[src/sv/qrs_pkg.sv]
// ----------------------------------------------------------------------------
// qrs_pkg
// Shared types and constants for the quadratic root solver pipeline.
// ----------------------------------------------------------------------------
package qrs_pkg;

    localparam int FRAC_BITS = 16;

    localparam int COEF_W    = 32;
    localparam int SQ_ROOT_W = 34;
    localparam int SQ_REM_W  = SQ_ROOT_W + 2;
    localparam int SQ_D_W    = 2 * SQ_ROOT_W;
    localparam int SQ_CELLS  = SQ_ROOT_W;
    localparam int NUM_W     = 36;
    localparam int NMAG_W    = NUM_W - 1 + FRAC_BITS;
    localparam int HI_W      = NMAG_W - COEF_W;
    localparam int DEN_W     = COEF_W + 1;
    localparam int DIV_CELLS = COEF_W;
    localparam int PIPE_LEN  = 2 + SQ_CELLS + 1 + DIV_CELLS;

    localparam logic [1:0] ST_OK       = 2'd0;
    localparam logic [1:0] ST_A_ZERO   = 2'd1;
    localparam logic [1:0] ST_NEG_DISC = 2'd2;

    localparam logic [COEF_W-1:0] Q_MAX = {1'b0, {(COEF_W-1){1'b1}}};
    localparam logic [COEF_W-1:0] Q_MIN = {1'b1, {(COEF_W-1){1'b0}}};

    typedef struct packed {
        logic [SQ_REM_W-1:0]  rem;
        logic [SQ_ROOT_W-1:0] root;
        logic [SQ_D_W-1:0]    dsh;
    } t_sq;

    typedef struct packed {
        logic [DEN_W-1:0]  rem;
        logic [COEF_W-1:0] q;
        logic [COEF_W-1:0] nlo;
        logic [DEN_W-1:0]  den;
    } t_dv;

    typedef struct packed {
        logic [COEF_W-1:0] a;
        logic [COEF_W-1:0] b;
        logic [1:0]        status;
    } t_sqm;

    typedef struct packed {
        logic [1:0] status;
        logic       neg_p;
        logic       neg_m;
        logic       big_p;
        logic       big_m;
    } t_dvm;

endpackage

[src/sv/qrs_sqrt_cell.sv]
// ----------------------------------------------------------------------------
// qrs_sqrt_cell
// One restoring square root step: settles one root bit per cycle.
// ----------------------------------------------------------------------------
module qrs_sqrt_cell (
    input  logic        i_clk,
    input  qrs_pkg::t_sq i_d,
    output qrs_pkg::t_sq o_q
);
    import qrs_pkg::*;

    logic [SQ_REM_W+1:0] acc;
    logic [SQ_REM_W+1:0] sub;
    logic [SQ_REM_W+1:0] diff;
    logic                ge;

    always_comb begin
        acc  = {i_d.rem, i_d.dsh[SQ_D_W-1 -: 2]};
        sub  = {2'b00, i_d.root, 2'b01};
        diff = acc - sub;
        ge   = (acc >= sub);
    end

    always_ff @(posedge i_clk) begin
        o_q.rem  <= ge ? diff[SQ_REM_W-1:0] : acc[SQ_REM_W-1:0];
        o_q.root <= {i_d.root[SQ_ROOT_W-2:0], ge};
        o_q.dsh  <= {i_d.dsh[SQ_D_W-3:0], 2'b00};
    end

endmodule

[config.mk]
export PLATFORM = sky130hd
export DESIGN_NAME = qrs_sqrt_cell
export DESIGN_NICKNAME = d
export VERILOG_FILES = /design/src/sv/qrs_pkg.sv /design/src/sv/qrs_sqrt_cell.sv
export SDC_FILE = /design/constraint.sdc
export NUM_CORES = 1
export LEC_CHECK = 0
export ABC_AREA = 1
export BUFFER_PORTS_ARGS = -buffer_cell sky130_fd_sc_hd__clkbuf_2
export CAP_MARGIN = 20
export CORE_MARGIN = 2
export CORE_UTILIZATION = 48
export CTS_CLUSTER_DIAMETER = 100
export DETAILED_ROUTE_END_ITERATION = 8
export GPL_TIMING_DRIVEN = 0
export PLACE_DENSITY = 0.87
export REMOVE_ABC_BUFFERS = 1
export SLEW_MARGIN = 20
export SYNTH_ARGS = -nofsm -noshare
export SYNTH_HDL_FRONTEND = slang
export SYNTH_SLANG_ARGS = --single-unit
[constraint.sdc]
create_clock -name i_clk -period 2.1 [get_ports i_clk]
set_input_delay 0.42 -clock i_clk [delete_from_list [all_inputs] [get_ports i_clk]]
set_output_delay 0.42 -clock i_clk [all_outputs]
set_load 0.01 [all_outputs]
# Word-level counts from Yosys, hierarchy flattened
# Index checks and enable logic that the tools add are counted.
dict set report op_classes {
  addsub 1
  order_cmp 1
  n_mux 1
}
# op n
set op_table {}
lappend op_table {{$ge 38x36->1} 1}
lappend op_table {{$mux 36} 1}
lappend op_table {{$sub 36x36->36} 1}
dict set report word_totals {
  regBits 136
  in_bits 139
  output_inout_bits 138
  wordCells 6
}

# Logic depth before layout (Yosys ltp)
dict set report logic_depth {
  ltp_word 2
  mapped_depth 16
}

# Worst setup path after synthesis
# No wires, ideal clock.
dict set report synth_timing {
  kind {in2reg}
  from {input i_d[95] (netlist name)}
  to {register o_q[119] (netlist name)}
  setup_ns 0.112
  t_arrival_ns 1.816
  t_required_ns 1.988
  path_slack_ns 0.171
  stages 11
  path_cell_list {inv_1 ha_1 a21oi_1 and2_1 nand2_1 a21oi_1 nand4_2 buf_6 buf_12 nand2_2 nand2_1}
}
dict set report synth_via {
  elab_chain_cells 2
}
# item line_no
set synth_lines {}
lappend synth_lines {{start, declared} qrs_sqrt_cell.sv:7} ;# input qrs_pkg::t_sq i_d,
lappend synth_lines {{$ge 38x36->1} qrs_sqrt_cell.sv:21} ;# ge = (acc >= sub);
lappend synth_lines {{$mux 36} qrs_sqrt_cell.sv:25} ;# o_q.rem <= ge ? diff[SQ_REM_W-1:0] : acc[SQ_REM_W-1:0];
lappend synth_lines {{end, declared} qrs_sqrt_cell.sv:8} ;# output qrs_pkg::t_sq o_q
# No other way between the ends.

# Worst setup path in the final report
dict set report layout_timing {
  from {input i_d[82] (netlist name)}
  to {register o_q[122] (netlist name)}
}
dict set report layout_via {
  elab_chain_cells 2
}
# item line_no
set layout_lines {}
lappend layout_lines {{$sub 36x36->36 or $ge 38x36->1 (tied branches)} {qrs_sqrt_cell.sv:20, qrs_sqrt_cell.sv:21}}
lappend layout_lines {{$mux 36 (*)} qrs_sqrt_cell.sv:25}
# Mark *: on every way between the ends. The rest lies on a longest branch, timed or not.

==> flow_metrics.py <==
metrics = {
    "cts": {
        "clock-sinks": 136,
        "numCtsBuffers": 17,
        "cts-root-buf": "clkbuf_16",
        "cts.clk_slew.worst_paths_ps": 70,
        "cts_buffer_depth": 2,
        "cts_tree": "built",
        "htreeDepth": 4,
        "holdBufCountCts": 0,
    },
    "setup_path": {
        "path_delay_family": "simple AND/OR/NAND/NOR gates",
        "path_cells": "clkbuf_2, inv_1, ha_1, nand2_2, inv_1, nand2_1, nand2_1, a21oi_2, nand2_1, nand2_2, nand4_4, buf_12, nand3_1, nand2_1",
        "crit_cells": 14,
        "cp-start-kind": "input port",
        "crit_required_ps": 2410,
        "max_stage_delay_ps": 350,
        "cp_common_cell": "nand2_1",
        "critPathBufInv": 4,
        "cp.arrival_ps": 2300,
        "crit_path_end_kind": "flop",
        "path_class": "in2reg",
        "critPathSlowestCell": "ha_1",
        "crit_fanout": 19,
    },
    "timing": {
        "fin_crit_sh_pct": 95.1,
        "grt_setup_unrepaired": "false",
        "setup_viol": 0,
        "whs_ps": 95.0,
        "hold_viol": 0,
        "layout_min_cycle_time_ps": 2000,
        "fmax_mhz": 501,
        "slew_viol_final": 0,
    },
    "cells_and_area": {
        "diodes": 0,
        "layout-drive-gt1-share_pct": 35.9,
        "regArea_sq_um": 2720,
        "largest_reg_flops": 136,
        "largest_register": "o_q",
        "top_regs": "o_q: 136 flops",
        "final_nets": 1293,
        "multi_input_area_sq_um": 3140,
        "n_fill_cell": 1184,
        "syn_to_final_growth_pct": 33.7,
    },
    "hold_path": {
        "hp-class": "in2reg",
        "min_path_cells": 1,
    },
    "synth": {
        "ys_warn_count": 0,
        "syn_inst": 831,
        "synth-seq-cells": 136,
        "seq_area_frac_synth_pct": 42.4,
        "ys_types": 33,
        "synth.avg_cell_area_sq_um": 7.73,
        "synth_top_area_cell": "dfxtp_1",
        "synth_area_leaders": "dfxtp_1 (42%), nand2_1 (14%), inv_1 (7.5%)",
        "syn_area_sq_um": 6430,
        "synth_top_area_share_pct": 42.4,
    },
    "floorplan": {
        "die-area_sq_um": 14300,
        "rows": 42,
        "dieWidth_um": 120,
        "pin_count": 277,
        "core_area_sq_um": 13100,
        "die_h_um": 120,
        "initial_core_util_pct": 48.9,
    },
    "pwr": {
        "power.density_nw_per_um2": 851,
        "leakage_nw": 4.78,
        "ir_worst_vdd_v": 0.000514,
        "total_power_w": 0.00732,
    },
    "routing": {
        "viasPerCell": 4.89,
        "drcViolationCount": 0,
        "antenna_left": 0,
        "dr.pass1.iters": 6,
        "dr_total_vias": 6394,
        "routed_wl_mm": 20.8,
        "wl_per_cell_um": 16.0,
        "drt_iter0_drc": 428,
    },
    "run": {
        "maxCapViolations": 0,
    },
    "grt": {
        "antenna_found_initial": 0,
        "grt_pass1_wl_mm": 31.0,
        "overflow": 0,
        "grt_start_max_net_pins": 36,
        "grt.total_usage_pct": 28.2,
        "first_global_vias": 6054,
    },
    "placed_design": {
        "globalplace.congestion": 0.897,
        "hpwlAfterDp_mm": 16.3,
        "numPortBuffers": 274,
    },
    "outcome": {
        "outcome": "completed",
    },
}
## what timing repair did
action,4_1_cts,5_1_grt
pin swaps,2,3
setup buffers,2,1
gates cloned,1,2
resized for setup,3,9
setup endpoints to repair,37,36
## final timing paths
path     from                to  slack, ps
max   i_d[82]  o_q[122]$_DFF_P_        100
min   i_d[48]   o_q[50]$_DFF_P_        100
## Yosys cell counts (all sizes together)
master	number
nand2	284
dfxtp	136
inv	131
nand3	79
nor2	61
ha	36
a21oi	26
xor2	17
buf	14
nand3b	9
o21bai	9
nor3	8
nand4	7
o21ai	5
and2	3
clkinv	2
a21o	1
and3	1
conb	1
xnor2	1
## where the power goes
part / internal, W / total, W / switching, W
clock network: 0.00159 / 0.00283 / 0.00125
registers: 0.00283 / 0.00290 / 0.0000686
logic: 0.000609 / 0.00159 / 0.000978
## cell families after synthesis
group / Yosys count / share of synthesized area [%]
other: 1 / 0.0583
buffers and inverters: 147 / 10.5
and+or+nand+nor: 452 / 34.0
AOI/OAI and AO/OA: 41 / 3.64
adders and majority gates: 36 / 7.01
DFF: 136 / 42.4
xor gates and xnor gates: 18 / 2.45
## area by class of cell
cell class	count	share of cell area, %
inverter	133	5.81
tap	176	2.56
clock buffer	18	5.11
sequential	136	31.7
timing repair buffer	278	16.8
multi-input combinational	552	36.6
clock inverter	14	1.44
## stage by stage
step                util [%]  TNS [ps]  worst slack, ps  cell area [sq um]  cells
floorplan                  -    -16040             -472               6250    818
global placement        59.7    -47290            -1500               7850   1268
detailed placement      60.0    -29630             -956               7880   1269
CTS                     64.9         0             38.5               8520   1304
global route            65.4         0             6.31               8590   1307
finish                  65.4         0              103               8590   1307
## placed cells by master (no fill, tap or decap), types with 3 or more instances in the layout
cell type   synthesis  final
nand3_1            48     47
nand3_2            31     32
clkbuf_2            0    274
o21ai_0             5      5
inv_6               0      7
dfxtp_1           136    136
o21bai_1            9      9
nor3_1              7      6
nor2_2             10     11
ha_1               36     36
and2_1              3      3
inv_1             129    129
a21oi_1            25     23
nand2_2            35     35
clkbuf_16           0     17
nand4_1             6      6
xor2_1             17     17
clkinvlp_4          0      3
nand2_1           248    247
nor2_1             47     46
nor2_4              4      4
nand3b_1            9      9
## per-layer routing
metal  up-vias  global-route usage, %  part of all wire (%)
met5         -                      0                     0
met4         0                   11.0                   3.0
met3        44                   7.27                   8.3
met2       285                   50.5                    50
met1      2919                   32.0                    39
li1       3146                      -                     -
(Power assumes the default switching activity.)
